===== src/hdl/pts_pkg.sv =====
// Shared types, operation codes and controller/datapath interface for the task scheduler.
package pts_pkg;

    // Input item as carried on the s_ channel
    typedef struct packed {
        logic [3:0]  func;
        logic [3:0]  task_id;
        logic [4:0]  priority_req;
        logic [31:0] delay_ticks;
        logic        waits_event;
    } pts_in_t;

    // Result item as carried on the m_ channel
    typedef struct packed {
        logic       kind;
        logic [3:0] result_task;
        logic       switch_now;
        logic       none_ready;
        logic [7:0] lock_level;
        logic       last;
    } pts_out_t;

    // Operation codes
    localparam logic [3:0] FUNC_READY    = 4'd0;
    localparam logic [3:0] FUNC_UNREADY  = 4'd1;
    localparam logic [3:0] FUNC_DELAY    = 4'd2;
    localparam logic [3:0] FUNC_WAKE     = 4'd3;
    localparam logic [3:0] FUNC_DROP     = 4'd4;
    localparam logic [3:0] FUNC_TICK     = 4'd5;
    localparam logic [3:0] FUNC_LOCK     = 4'd6;
    localparam logic [3:0] FUNC_UNLOCK   = 4'd7;
    localparam logic [3:0] FUNC_SCHEDULE = 4'd8;

    // Result kinds
    localparam logic KIND_NOTICE   = 1'b0;
    localparam logic KIND_DECISION = 1'b1;

    localparam logic [7:0] LOCK_MAX    = 8'd255;
    localparam logic [7:0] SLICE_RESET = 8'd10;

    // Datapath micro-commands
    typedef enum logic [3:0] {
        CMD_IDLE,
        CMD_LATCH,
        CMD_RM_FIRST,
        CMD_RM_WALK,
        CMD_MAKE_READY,
        CMD_PUSH_BACK,
        CMD_DELAY,
        CMD_DROP,
        CMD_LOCK,
        CMD_UNLOCK,
        CMD_TICK_SCAN,
        CMD_TICK_EXPIRE,
        CMD_TICK_SLICE,
        CMD_DECIDE
    } pts_cmd_t;

    typedef struct packed {
        pts_cmd_t cmd;
        logic     sched;
    } pts_ctl_t;

    typedef struct packed {
        logic [3:0] func;
        logic       task_ok;
        logic       rm_first_done;
        logic       rm_walk_done;
        logic       scan_more;
        logic       scan_expire;
        logic       exp_event;
        logic       cur_valid;
        logic       slice_expire;
        logic       cur_ready;
        logic       lock_one;
        logic       out_free;
    } pts_stat_t;

endpackage


===== src/hdl/priority_task_scheduler.sv =====
// Priority task scheduler top level: controller plus datapath.
//
// Items arrive on the s_ valid/ready channel, one at a time; results leave on
// the m_ valid/ready channel through a one-entry output register. Every item
// ends with one decision (last = 1); a tick first gives one timeout notice per
// expired event waiter, in delay queue order.
// Lock, unlock, schedule, delay, wake and drop pass from dispatch straight
// to the decision; ready and unready first walk the task's priority queue to
// remove the task, and ready then puts it at the head of its new queue. A
// tick scans the delay queue, makes each expired task ready after its notice,
// then runs the slice step, which may move the current task to the back of
// its queue, before the decision. Scan and walk advance one step per cycle.
// The next item is taken once the decision is written to the output register,
// while that result may still wait for m_ready. A stalled receiver holds the
// block in the state that produces the next result.
// Reset (aresetn low, synchronous) empties all queues, clears the lock count
// and current task and loads time_slice with 10; cfg_wr_en writes time_slice.
module priority_task_scheduler
    import pts_pkg::*;
#(
    parameter int PRIO_COUNT = 32,
    parameter int MAX_TASKS  = 16
) (
    input  logic       aclk,
    input  logic       aresetn,
    input  logic       cfg_wr_en,
    input  logic [7:0] cfg_wr_data,
    input  logic       s_valid,
    output logic       s_ready,
    input  pts_in_t    s_data,
    output logic       m_valid,
    input  logic       m_ready,
    output pts_out_t   m_data
);

    pts_ctl_t  ctl;
    pts_stat_t stat;

    // Sequencer
    pts_controller u_ctrl (
        .aclk    (aclk),
        .aresetn (aresetn),
        .s_valid (s_valid),
        .s_ready (s_ready),
        .stat    (stat),
        .ctl     (ctl)
    );

    // Queues, counters and result register
    pts_datapath #(
        .PRIO_COUNT (PRIO_COUNT),
        .MAX_TASKS  (MAX_TASKS)
    ) u_dp (
        .aclk        (aclk),
        .aresetn     (aresetn),
        .cfg_wr_en   (cfg_wr_en),
        .cfg_wr_data (cfg_wr_data),
        .s_data      (s_data),
        .ctl         (ctl),
        .stat        (stat),
        .m_valid     (m_valid),
        .m_ready     (m_ready),
        .m_data      (m_data)
    );

endmodule


===== src/hdl/pts_datapath.sv =====
// Scheduler datapath: ready queues, delay queue, slices, lock and result register.
module pts_datapath
    import pts_pkg::*;
#(
    parameter int PRIO_COUNT = 32,
    parameter int MAX_TASKS  = 16
) (
    input  logic       aclk,
    input  logic       aresetn,
    input  logic       cfg_wr_en,
    input  logic [7:0] cfg_wr_data,
    input  pts_in_t    s_data,
    input  pts_ctl_t   ctl,
    output pts_stat_t  stat,
    output logic       m_valid,
    input  logic       m_ready,
    output pts_out_t   m_data
);

    localparam int TW = (MAX_TASKS > 1) ? $clog2(MAX_TASKS) : 1;
    localparam int PW = (PRIO_COUNT > 1) ? $clog2(PRIO_COUNT) : 1;
    localparam int FW = $clog2(MAX_TASKS + 1);

    // Scheduler state
    logic [7:0]            time_slice_reg;
    logic [PRIO_COUNT-1:0] bitmap_reg;
    logic [TW-1:0]         head_reg  [PRIO_COUNT];
    logic [TW-1:0]         tail_reg  [PRIO_COUNT];
    logic [TW-1:0]         next_reg  [MAX_TASKS];
    logic [PW-1:0]         prio_reg  [MAX_TASKS];
    logic [31:0]           count_reg [MAX_TASKS];
    logic [TW-1:0]         order_reg [MAX_TASKS];
    logic [7:0]            slice_reg [MAX_TASKS];
    logic [FW-1:0]         fill_reg;
    logic [MAX_TASKS-1:0]  rmark_reg;
    logic [MAX_TASKS-1:0]  ev_reg;
    logic [MAX_TASKS-1:0]  sv_reg;
    logic [7:0]            lock_reg;
    logic [TW-1:0]         cur_reg;
    logic                  curv_reg;

    // Working registers of the current item
    logic [3:0]    func_reg;
    logic          task_ok_reg;
    logic [TW-1:0] wt_reg;
    logic [PW-1:0] np_reg;
    logic [31:0]   ticks_reg;
    logic          evin_reg;
    logic [PW-1:0] wp_reg;
    logic [TW-1:0] nt_reg;
    logic [TW-1:0] prev_reg;
    logic [FW-1:0] walk_reg;
    logic [FW-1:0] idx_reg;

    logic     m_valid_reg;
    pts_out_t m_data_reg;

    // Combinational reads
    logic [PW-1:0] wt_prio;
    logic [TW-1:0] wt_next;
    logic [TW-1:0] rm_head;
    logic [TW-1:0] rm_tail;
    logic          rm_bm;
    logic [TW-1:0] walk_next;
    logic [TW-1:0] wp_tail;
    logic [TW-1:0] mr_head;
    logic          mr_bm;
    logic [TW-1:0] scan_idx;
    logic [TW-1:0] scan_task;
    logic [31:0]   scan_cnt;
    logic [7:0]    cur_slice;
    logic          hit_found;
    logic [TW-1:0] hit_pos;
    logic [TW-1:0] cmp_pos;
    logic          dec_any;
    logic [PW-1:0] dec_p;
    logic [TW-1:0] dec_task;
    logic          dec_switch;
    logic          out_free;

    assign wt_prio   = prio_reg[wt_reg];
    assign wt_next   = next_reg[wt_reg];
    assign rm_head   = head_reg[wt_prio];
    assign rm_tail   = tail_reg[wt_prio];
    assign rm_bm     = bitmap_reg[wt_prio];
    assign walk_next = next_reg[prev_reg];
    assign wp_tail   = tail_reg[wp_reg];
    assign mr_head   = head_reg[np_reg];
    assign mr_bm     = bitmap_reg[np_reg];
    assign scan_idx  = idx_reg[TW-1:0];
    assign scan_task = order_reg[scan_idx];
    assign scan_cnt  = count_reg[scan_task] - 32'd1;
    assign cur_slice = slice_reg[cur_reg];
    assign out_free  = !m_valid_reg || m_ready;

    // First delay queue position holding the working task
    always_comb begin
        hit_found = 1'b0;
        hit_pos   = '0;
        for (int j = MAX_TASKS - 1; j >= 0; j--) begin
            if (order_reg[j] == wt_reg && FW'(j) < fill_reg) begin
                hit_found = 1'b1;
                hit_pos   = TW'(j);
            end
        end
    end

    assign cmp_pos = (ctl.cmd == CMD_DROP) ? hit_pos : scan_idx;

    // Highest priority ready queue
    always_comb begin
        dec_any = 1'b0;
        dec_p   = '0;
        for (int p = PRIO_COUNT - 1; p >= 0; p--) begin
            if (bitmap_reg[p]) begin
                dec_any = 1'b1;
                dec_p   = PW'(p);
            end
        end
    end

    assign dec_task   = head_reg[dec_p];
    assign dec_switch = ctl.sched && lock_reg == 8'd0 && dec_any &&
                        (!curv_reg || dec_task != cur_reg);

    // Status to the controller
    always_comb begin
        stat.func          = func_reg;
        stat.task_ok       = task_ok_reg;
        stat.rm_first_done = !rmark_reg[wt_reg] || !rm_bm || rm_head == wt_reg;
        stat.rm_walk_done  = prev_reg == wp_tail || walk_next == wt_reg ||
                             walk_reg == FW'(MAX_TASKS - 1);
        stat.scan_more     = idx_reg < fill_reg;
        stat.scan_expire   = scan_cnt == 32'd0;
        stat.exp_event     = ev_reg[wt_reg];
        stat.cur_valid     = curv_reg;
        stat.slice_expire  = cur_slice <= 8'd1;
        stat.cur_ready     = rmark_reg[cur_reg];
        stat.lock_one      = lock_reg == 8'd1;
        stat.out_free      = out_free;
    end

    // State update per command
    always_ff @(posedge aclk) begin
        if (!aresetn) begin
            time_slice_reg <= SLICE_RESET;
            bitmap_reg     <= '0;
            fill_reg       <= '0;
            rmark_reg      <= '0;
            ev_reg         <= '0;
            sv_reg         <= '0;
            lock_reg       <= '0;
            curv_reg       <= 1'b0;
            m_valid_reg    <= 1'b0;
        end else begin
            if (cfg_wr_en) begin
                time_slice_reg <= cfg_wr_data;
            end
            if (m_ready) begin
                m_valid_reg <= 1'b0;
            end

            case (ctl.cmd)
                CMD_LATCH: begin
                    func_reg    <= s_data.func;
                    task_ok_reg <= 32'(s_data.task_id) < MAX_TASKS;
                    wt_reg      <= TW'(s_data.task_id);
                    np_reg      <= (32'(s_data.priority_req) >= PRIO_COUNT) ?
                                   PW'(PRIO_COUNT - 1) : PW'(s_data.priority_req);
                    ticks_reg   <= s_data.delay_ticks;
                    evin_reg    <= s_data.waits_event;
                    idx_reg     <= '0;
                end
                CMD_RM_FIRST: begin
                    wp_reg   <= wt_prio;
                    nt_reg   <= wt_next;
                    prev_reg <= rm_head;
                    walk_reg <= '0;
                    if (rmark_reg[wt_reg]) begin
                        rmark_reg[wt_reg] <= 1'b0;
                        if (rm_bm && rm_head == wt_reg) begin
                            if (rm_tail == wt_reg) begin
                                bitmap_reg[wt_prio] <= 1'b0;
                            end else begin
                                head_reg[wt_prio] <= wt_next;
                            end
                        end
                    end
                end
                CMD_RM_WALK: begin
                    walk_reg <= walk_reg + FW'(1);
                    if (prev_reg != wp_tail) begin
                        if (walk_next == wt_reg) begin
                            next_reg[prev_reg] <= nt_reg;
                            if (wp_tail == wt_reg) begin
                                tail_reg[wp_reg] <= prev_reg;
                            end
                        end else begin
                            prev_reg <= walk_next;
                        end
                    end
                end
                CMD_MAKE_READY: begin
                    prio_reg[wt_reg] <= np_reg;
                    if (mr_bm) begin
                        next_reg[wt_reg] <= mr_head;
                    end else begin
                        tail_reg[np_reg]   <= wt_reg;
                        bitmap_reg[np_reg] <= 1'b1;
                    end
                    head_reg[np_reg]  <= wt_reg;
                    rmark_reg[wt_reg] <= 1'b1;
                    if (!sv_reg[wt_reg]) begin
                        slice_reg[wt_reg] <= time_slice_reg;
                        sv_reg[wt_reg]    <= 1'b1;
                    end
                end
                CMD_PUSH_BACK: begin
                    if (rm_bm) begin
                        next_reg[rm_tail] <= wt_reg;
                        tail_reg[wt_prio] <= wt_reg;
                    end else begin
                        head_reg[wt_prio]   <= wt_reg;
                        tail_reg[wt_prio]   <= wt_reg;
                        bitmap_reg[wt_prio] <= 1'b1;
                    end
                    rmark_reg[wt_reg] <= 1'b1;
                end
                CMD_DELAY: begin
                    count_reg[wt_reg] <= ticks_reg;
                    ev_reg[wt_reg]    <= evin_reg;
                    if (!hit_found && fill_reg < FW'(MAX_TASKS)) begin
                        order_reg[fill_reg[TW-1:0]] <= wt_reg;
                        fill_reg <= fill_reg + FW'(1);
                    end
                end
                CMD_DROP: begin
                    if (hit_found) begin
                        for (int j = 0; j < MAX_TASKS - 1; j++) begin
                            if (TW'(j) >= cmp_pos) begin
                                order_reg[j] <= order_reg[j+1];
                            end
                        end
                        fill_reg <= fill_reg - FW'(1);
                    end
                end
                CMD_LOCK: begin
                    if (lock_reg != LOCK_MAX) begin
                        lock_reg <= lock_reg + 8'd1;
                    end
                end
                CMD_UNLOCK: begin
                    if (lock_reg != 8'd0) begin
                        lock_reg <= lock_reg - 8'd1;
                    end
                end
                CMD_TICK_SCAN: begin
                    if (idx_reg < fill_reg) begin
                        count_reg[scan_task] <= scan_cnt;
                        if (scan_cnt == 32'd0) begin
                            wt_reg <= scan_task;
                            np_reg <= prio_reg[scan_task];
                        end else begin
                            idx_reg <= idx_reg + FW'(1);
                        end
                    end
                end
                CMD_TICK_EXPIRE: begin
                    // timeout notice for an event waiter, then leave the delay queue
                    if (ev_reg[wt_reg]) begin
                        ev_reg[wt_reg]         <= 1'b0;
                        m_valid_reg            <= 1'b1;
                        m_data_reg.kind        <= KIND_NOTICE;
                        m_data_reg.result_task <= 4'(wt_reg);
                        m_data_reg.switch_now  <= 1'b0;
                        m_data_reg.none_ready  <= 1'b0;
                        m_data_reg.lock_level  <= lock_reg;
                        m_data_reg.last        <= 1'b0;
                    end
                    for (int j = 0; j < MAX_TASKS - 1; j++) begin
                        if (TW'(j) >= cmp_pos) begin
                            order_reg[j] <= order_reg[j+1];
                        end
                    end
                    fill_reg <= fill_reg - FW'(1);
                end
                CMD_TICK_SLICE: begin
                    wt_reg <= cur_reg;
                    if (curv_reg) begin
                        if (cur_slice <= 8'd1) begin
                            slice_reg[cur_reg] <= time_slice_reg;
                        end else begin
                            slice_reg[cur_reg] <= cur_slice - 8'd1;
                        end
                    end
                end
                CMD_DECIDE: begin
                    if (dec_switch) begin
                        cur_reg  <= dec_task;
                        curv_reg <= 1'b1;
                    end
                    m_valid_reg            <= 1'b1;
                    m_data_reg.kind        <= KIND_DECISION;
                    m_data_reg.result_task <= dec_any ? 4'(dec_task) : 4'd0;
                    m_data_reg.switch_now  <= dec_switch;
                    m_data_reg.none_ready  <= !dec_any;
                    m_data_reg.lock_level  <= lock_reg;
                    m_data_reg.last        <= 1'b1;
                end
                default: begin
                end
            endcase
        end
    end

    assign m_valid = m_valid_reg;
    assign m_data  = m_data_reg;

endmodule


===== src/hdl/pts_controller.sv =====
// Scheduler controller: sequences the datapath through one operation at a time.
module pts_controller
    import pts_pkg::*;
(
    input  logic      aclk,
    input  logic      aresetn,
    input  logic      s_valid,
    output logic      s_ready,
    input  pts_stat_t stat,
    output pts_ctl_t  ctl
);

    typedef enum logic [3:0] {
        ST_IDLE,
        ST_DISPATCH,
        ST_RM_FIRST,
        ST_RM_WALK,
        ST_MAKE_READY,
        ST_PUSH_BACK,
        ST_TICK_SCAN,
        ST_TICK_EXPIRE,
        ST_TICK_SLICE,
        ST_DECIDE
    } state_t;

    state_t state_reg, state_next;
    logic   sched_reg, sched_next;
    logic   rot_reg, rot_next;
    state_t after_rm;

    // Where a finished queue removal continues
    always_comb begin
        if (stat.func == FUNC_UNREADY) begin
            after_rm = ST_DECIDE;
        end else if (stat.func == FUNC_TICK && rot_reg) begin
            after_rm = ST_PUSH_BACK;
        end else begin
            after_rm = ST_MAKE_READY;
        end
    end

    // Next state and command
    always_comb begin
        state_next = state_reg;
        sched_next = sched_reg;
        rot_next   = rot_reg;
        ctl.cmd    = CMD_IDLE;
        ctl.sched  = sched_reg;
        unique case (state_reg)
            ST_IDLE: begin
                if (s_valid) begin
                    ctl.cmd    = CMD_LATCH;
                    sched_next = 1'b0;
                    rot_next   = 1'b0;
                    state_next = ST_DISPATCH;
                end
            end
            ST_DISPATCH: begin
                state_next = ST_DECIDE;
                unique case (stat.func) inside
                    FUNC_READY, FUNC_UNREADY: begin
                        if (stat.task_ok) begin
                            state_next = ST_RM_FIRST;
                        end
                    end
                    FUNC_DELAY: begin
                        if (stat.task_ok) begin
                            ctl.cmd = CMD_DELAY;
                        end
                    end
                    FUNC_WAKE, FUNC_DROP: begin
                        if (stat.task_ok) begin
                            ctl.cmd = CMD_DROP;
                        end
                    end
                    FUNC_TICK: begin
                        sched_next = 1'b1;
                        state_next = ST_TICK_SCAN;
                    end
                    FUNC_LOCK: begin
                        ctl.cmd = CMD_LOCK;
                    end
                    FUNC_UNLOCK: begin
                        ctl.cmd    = CMD_UNLOCK;
                        sched_next = stat.lock_one;
                    end
                    FUNC_SCHEDULE: begin
                        sched_next = 1'b1;
                    end
                    default: begin
                    end
                endcase
            end
            ST_RM_FIRST: begin
                ctl.cmd    = CMD_RM_FIRST;
                state_next = stat.rm_first_done ? after_rm : ST_RM_WALK;
            end
            ST_RM_WALK: begin
                ctl.cmd = CMD_RM_WALK;
                if (stat.rm_walk_done) begin
                    state_next = after_rm;
                end
            end
            ST_MAKE_READY: begin
                ctl.cmd    = CMD_MAKE_READY;
                state_next = (stat.func == FUNC_TICK) ? ST_TICK_SCAN : ST_DECIDE;
            end
            ST_PUSH_BACK: begin
                ctl.cmd    = CMD_PUSH_BACK;
                state_next = ST_DECIDE;
            end
            ST_TICK_SCAN: begin
                ctl.cmd = CMD_TICK_SCAN;
                if (!stat.scan_more) begin
                    state_next = ST_TICK_SLICE;
                end else if (stat.scan_expire) begin
                    state_next = ST_TICK_EXPIRE;
                end
            end
            ST_TICK_EXPIRE: begin
                // a notice needs the result register free
                if (!stat.exp_event || stat.out_free) begin
                    ctl.cmd    = CMD_TICK_EXPIRE;
                    state_next = ST_RM_FIRST;
                end
            end
            ST_TICK_SLICE: begin
                ctl.cmd = CMD_TICK_SLICE;
                if (stat.cur_valid && stat.slice_expire && stat.cur_ready) begin
                    rot_next   = 1'b1;
                    state_next = ST_RM_FIRST;
                end else begin
                    state_next = ST_DECIDE;
                end
            end
            ST_DECIDE: begin
                if (stat.out_free) begin
                    ctl.cmd    = CMD_DECIDE;
                    state_next = ST_IDLE;
                end
            end
            default: begin
                state_next = ST_IDLE;
            end
        endcase
    end

    // State register
    always_ff @(posedge aclk) begin
        if (!aresetn) begin
            state_reg <= ST_IDLE;
            sched_reg <= 1'b0;
            rot_reg   <= 1'b0;
        end else begin
            state_reg <= state_next;
            sched_reg <= sched_next;
            rot_reg   <= rot_next;
        end
    end

    assign s_ready = (state_reg == ST_IDLE);

endmodule


===== config.mk =====
export PLATFORM = sky130hd
export DESIGN_NAME = priority_task_scheduler
export DESIGN_NICKNAME = d
export VERILOG_FILES = /design/src/hdl/pts_pkg.sv /design/src/hdl/priority_task_scheduler.sv /design/src/hdl/pts_datapath.sv /design/src/hdl/pts_controller.sv
export SDC_FILE = /design/constraint.sdc
export NUM_CORES = 2
export LEC_CHECK = 0
export BUFFER_PORTS_ARGS = -buffer_cell sky130_fd_sc_hd__buf_4
export CAP_MARGIN = 20
export CORE_MARGIN = 2
export CORE_UTILIZATION = 45
export CTS_BUF_LIST = sky130_fd_sc_hd__clkbuf_4 sky130_fd_sc_hd__clkbuf_8 sky130_fd_sc_hd__clkbuf_16
export CTS_CLUSTER_DIAMETER = 50
export DETAILED_ROUTE_END_ITERATION = 8
export PLACE_DENSITY = 0.66
export SYNTH_ARGS = -nofsm -noshare
export SYNTH_HDL_FRONTEND = slang
export SYNTH_HIERARCHICAL = 1
export SYNTH_SLANG_ARGS = --single-unit
export TNS_END_PERCENT = 5

===== constraint.sdc =====
create_clock -name aclk -period 8.62 [get_ports aclk]
set_clock_uncertainty 0.15 [all_clocks]
set_input_delay 0.862 -clock aclk [delete_from_list [all_inputs] [get_ports aclk]]
set_output_delay 0.862 -clock aclk [all_outputs]
set_load 0.1 [all_outputs]

# == After elaboration in Yosys (flattened, before gate mapping) ==
# Memories as Yosys holds them, arrays and structs flattened. A register that Yosys moved wholly into a read port is not among the register bits.
# Index checks and enable logic that the tools add are counted.
# totals
elab_cells,683
inputBits,59
ff_bits,198
mem_bits_rw,1104
mem_count,7
# mem_list
memory,words,width,read_ports,rd_clocked_by_memory_dff,wr,line_no,rtl
u_dp.count_reg,16,32,1,0,1,pts_datapath.sv:31,logic [31:0] count_reg [MAX_TASKS];
u_dp.head_reg,32,4,3,1,1,pts_datapath.sv:27,logic [TW-1:0] head_reg [PRIO_COUNT];
u_dp.slice_reg,16,8,1,1,1,pts_datapath.sv:33,logic [7:0] slice_reg [MAX_TASKS];
u_dp.tail_reg,32,4,2,1,1,pts_datapath.sv:28,logic [TW-1:0] tail_reg [PRIO_COUNT];
u_dp.prio_reg,16,5,2,1,1,pts_datapath.sv:30,logic [PW-1:0] prio_reg [MAX_TASKS];
u_dp.next_reg,16,4,2,2,1,pts_datapath.sv:29,logic [TW-1:0] next_reg [MAX_TASKS];
+1 memories,-,-,-,-,-,-,
# op_classes
n_reduce_logical,88
mux,404
n_bitwise,28
n_eq_ne,78
n_lt_le_gt_ge,41
add_sub_neg,8
# ops
operator,count
$mux 4,67
$mux 1,252
$mux 5,43
$mux 32,6
$pmux 16 s2,3
$pmux 32 s3,1
$eq 4x4->1,21
$pmux 4 s10,2
$or 32x32->32,2
$eq 4x3->1 const B,12
$mux 16,3
$lt 4x5->1 const A,8
$eq 4x4->1 const B,9
$and 16x16->16,2
$and 32x32->32,1
$logic_not 32->1,1
$mux 8,4
$not 32->32,1
$or 16x16->16,2
$reduce_or 32->1,1
$sub 32x1->32 const B,1
$pmux 5 s2,3
$ge 4x4->1 const A,7
$logic_and 1x1->1,27
56 further kinds,168

# == Longest topological paths before layout ==
# An unclocked memory read counts as a cell.
# logic_depth
word_depth,38
ltp_mapped,28
depth_no_buf,20

# == Hierarchy ==
# The synthesis kept the hierarchy.
# by_module_without_submodules
module,cells_each,area_per_inst_um2,instances,seq_area_each_um2
pts_datapath,4595,62926.6,1,38376.8
pts_controller,120,872.1,1,120.1

# == Least setup slack after synthesis ==
# Ideal clock, no wire load.
# synth_timing
path_kind,reg2reg
startpoint,register u_dp.wt_reg[0]
endpoint,memory u_dp.count_reg[12][0] (enable)
setup_ns,0.421
path_slack_ns,1.700
arrival_ns,6.349
path_stages_with_launch,19
path_cell_list,edfxtp_1 clkbuf_1 clkbuf_1 buf_1 mux4_2 mux4_2 nand2_1 a32o_1 nand2_1 o211ai_1 clkbuf_1 nor2b_1 and2_1 clkbuf_1 nand3_1 clkbuf_1 o21ai_0 nand2_1 nor2_1
# synth_rtl
item,line_no,rtl
start: declaration,pts_datapath.sv:45,logic [TW-1:0] wt_reg;
start signal: assignment,pts_datapath.sv:167,wt_reg <= TW'(s_data.task_id);
start signal: assignment,pts_datapath.sv:261,wt_reg <= scan_task;
start signal: assignment,pts_datapath.sv:288,wt_reg <= cur_reg;
end: declaration,pts_datapath.sv:31,

==> summary.md <==
| Metric | Value |
|---|---|
| Status | `completed` |
| Crit-path max cell delay | `0.90 ns` |
| Post-synthesis xor/xnor area fraction | `0.0184` |
| Slew margin rel. | `0.194` |
| Pins Over Slew Limit | `0` |
| Initial Util | `0.452` |
| Max-cap violations | `0` |
| Period utilization | `0.880` |
| Area Growth Syn to Fin | `12.0%` |
| DP Area | `66,300 sq um` |
| Compound-Gate Fraction of Synth Area | `0.0808` |
| Clk pwr share | `0.269` |
| PostCTS Resize Cnt | `0` |
| Sw frac | `0.386` |
| Worst-path maximum fanout | `96` |
| Nets | `4,846` |
| Setup CP Type | `register to register` |
| Total track usage | `0.238` |
| Int Pwr | `14.6 mW` |
| Die height | `381 um` |
| Postcts setup bufs | `0` |
| Largest register FFs | `512` |
| Initial antenna violation count | `5` |
| EDFF count, synth | `1,192` |
| Largest family of logic cells by synthesized area | `multiplexers` |
| Drt wl/cell | `26.0 um` |
| DR vias/cell | `6.21` |
| # setup viols final | `0` |
| Clock root buffer master | `clkbuf_16` |
| Port-buffer cells | `76` |
| Sequential element share of the synthesized area | `0.603` |
| Mapped Area | `63,800 sq um` |
| Clock buffer depth | `3` |
| Adder-cell share of the synthesized area | `0.00392` |
| Cell row count | `138` |
| Antenna Violating Nets Remaining | `0` |
| Kind of start point of the critical path | `register` |
| Ys Warns | `6` |
| H-tree levels | `4` |
| Largest net degree at the start of global routing | `127` |
| CP top delay family | `simple AND/OR/NAND/NOR gates` |
| Worst VDD drop | `0.273 mV` |
| Sw Pwr | `9.17 mW` |
| Post-synthesis cell type count | `111` |
| Fraction of registers with async set/reset | `0` |
| Cell area after layout | `71,500 sq um` |
| First-pass GRT wire length | `263,000 um` |
| Power Dens Cells | `332 nW/um^2` |
| Pre-CTS WS | `1.22 ns` |
| Drt first-iter violations | `4,718` |
| Inst Count DP | `6,493` |
| CORE AREA | `141,000 sq um` |
| Detailed Route WL | `176,000 um` |
| FILL cells | `11,823` |
| RSZ-0062 raised after global routing | `false` |
| Critical path's slowest cell | `dfxtp_1` |
| Endpoint class of the critical path | `register` |
| Most frequent CP cell | `mux2i_1` |
| Comb pwr share | `0.398` |
| Predominant post-synthesis flop cell | `edfxtp_1` |
| Vias in the first global route | `41,255` |
| IO Pins | `77` |
| Post-Synthesis Net Count | `4,794` |
| Gate Count Post-Synth | `4,715` |
| Clock-pin slew on the worst setup and hold paths | `0.06 ns` |
| Multi-input gate area | `23,700 sq um` |
| Worst min path class | `input pin to register` |
| Leakage | `24.1 nW` |
| GRT overflow | `0` |
| CTS sink count | `1,327` |
| Synth Area in Simple Gates | `0.112` |
| Routability-driven placement congestion ratio | `0.911` |
| Hold path start | `s_data[13]` |
| Share of layout cells above drive strength 1 | `0.188` |
| Final core occ | `0.507` |
| Cells along the critical path | `mux2i_1, a22oi_1, nand3_2, nand2_8, mux2i_1, o32ai_1, or4_1, nor3_1, nand4_1, nor4_1, xnor2_1, and4_1, nand4_4, a21oi_4, mux2_4` |
| F_max | `132 MHz` |
| Post-synthesis mux area share | `0.153` |
| CP required | `9.17 ns` |
| Min cycle time layout | `7.58 ns` |
| Syn_area_per_cell | `13.5 sq um` |
| TNS Setup | `0 ns` |
| Vias | `42,127` |
| CTS tree | `built` |
| Tightest Pin Transition | `1.21 ns` |
| Sequential power share | `0.332` |
| Worst setup margin | `1.04 ns` |
| CP arrival | `8.14 ns` |
| Die W | `381 um` |
| Buffer and inverter count on the worst path | `0` |
| Endpoints failing hold | `0` |
| CTS Hold Bufs | `0` |
| Die ar. | `145,000 sq um` |
| FF+latch area | `38,500 sq um` |
| First-pass detailed-route iteration total | `5` |
| Inserted Clock Buffers | `151` |
| Clk Latency, worst-skew pair | `0.81 ns` |
| Drt drc | `0` |
| Detailed placement HPWL | `116,000 um` |
| Final std cells w/o fill | `6,781` |
| Yosys reg bits | `1,327` |
## layout make-up
class	instances	share of cell area
flip-flops and latches	1327	0.539
clock inverters	93	0.0138
inverters	61	0.00320
well taps	1890	0.0331
repair buffers	209	0.0225
multi-input cells	3017	0.332
clock buffers	183	0.0570
diodes	1	0.0000350
## cell usage after synthesis (26+ instances only)
| cell type | instances | area share |
|---|---|---|
| edfxtp_1 | 1192 | 0.56 |
| nand2_1 | 601 | 0.035 |
| nor2_1 | 352 | 0.021 |
| mux4_2 | 284 | 0.10 |
| mux2i_1 | 238 | 0.037 |
| clkbuf_1 | 157 | 0.0092 |
| o21ai_0 | 152 | 0.012 |
| nand3_1 | 142 | 0.011 |
| a21oi_1 | 138 | 0.011 |
| dfxtp_1 | 135 | 0.042 |
| and3_1 | 90 | 0.0088 |
| xnor2_1 | 83 | 0.011 |
| mux2_2 | 82 | 0.014 |
| a211oi_1 | 65 | 0.0076 |
| buf_2 | 61 | 0.0048 |
| inv_1 | 60 | 0.0035 |
| nor3_1 | 55 | 0.0043 |
| xor2_1 | 51 | 0.0070 |
| buf_1 | 45 | 0.0026 |
| a22oi_1 | 38 | 0.0045 |
| a311oi_1 | 34 | 0.0047 |
| a31oi_1 | 33 | 0.0032 |
| nor2b_1 | 33 | 0.0032 |
| o211ai_1 | 29 | 0.0034 |
| nand2b_1 | 28 | 0.0027 |
| nor4_1 | 28 | 0.0027 |
| a32oi_1 | 27 | 0.0037 |
| a22o_1 | 26 | 0.0036 |
## stage by stage
stage,power [mW],hold slack [ns]
2_1_floorplan,14.5,0.274
3_3_place_gp,17.2,0.297
3_5_place_dp,17.3,0.303
4_1_cts,23.7,0.0209
5_1_grt,24.7,0.0341
6_report,23.8,0.0722
## power groups by stage
stage / registers [mW] / clock network (mW) / logic (mW)
2_1_floorplan: 7.81 / 0 / 6.71
6_report: 7.90 / 6.40 / 9.46
5_1_grt: 7.92 / 6.76 / 9.99
4_1_cts: 7.90 / 6.51 / 9.32
3_5_place_dp: 8.03 / 0 / 9.27
3_3_place_gp: 8.03 / 0 / 9.17
## cells by family (layout without fill, tap and decap cells)
| kind of cell | count (synthesis) | after routing |
|---|---|---|
| flip-flops | 1327 | 1327 |
| multiplexers | 610 | 610 |
| XOR/XNOR | 134 | 134 |
| adder cells (fa/ha/maj) | 20 | 20 |
| AND/OR/NAND/NOR | 1505 | 1505 |
| buffers and inverters | 371 | 546 |
| other | 1 | 2 |
| AO/OA/AOI/OAI | 747 | 747 |
## cells in the final DEF, fill, tap and decap left out, types with 21 or more instances in the layout
master / count
mux2i_1: 238
and3_1: 90
o211ai_1: 29
nand2_1: 601
a32oi_1: 27
a21o_1: 21
dfxtp_1: 131
a311oi_1: 34
o21ai_0: 151
xnor2_1: 83
mux4_2: 282
nor3_1: 55
a22o_1: 26
clkinv_2: 23
nor4_1: 28
a31oi_1: 33
clkbuf_4: 27
clkbuf_16: 153
inv_1: 59
mux2_2: 82
nand4_1: 22
nand2b_1: 28
nand3_1: 141
clkinv_1: 26
nor2_1: 333
a211oi_1: 65
a22oi_1: 38
o22ai_1: 23
nor2b_1: 33
a21oi_1: 138
xor2_1: 51
buf_4: 204
edfxtp_1: 1192
## layer usage
layer | share of wire | GRT usage | routed length (um) | vias to the layer above
li1 | - | - | - | 18399
met1 | 0.40 | 0.321 | 70100 | 21332
met2 | 0.48 | 0.387 | 84800 | 2017
met3 | 0.082 | 0.0391 | 14400 | 369
met4 | 0.037 | 0.0930 | 6510 | 10
met5 | 0.00043 | 0 | 75 | -
## final timing paths
path | endpoint | slack [ns] | cells past startpoint
max reg2reg | register | 1.04 | 15
max | register | 1.04 | 15
min | u_dp/ticks_reg[12] | 0.07 | 1
min reg2reg | u_dp/ev_reg[2] | 0.32 | 2
Note: power is estimated with default switching activity, not from simulation.
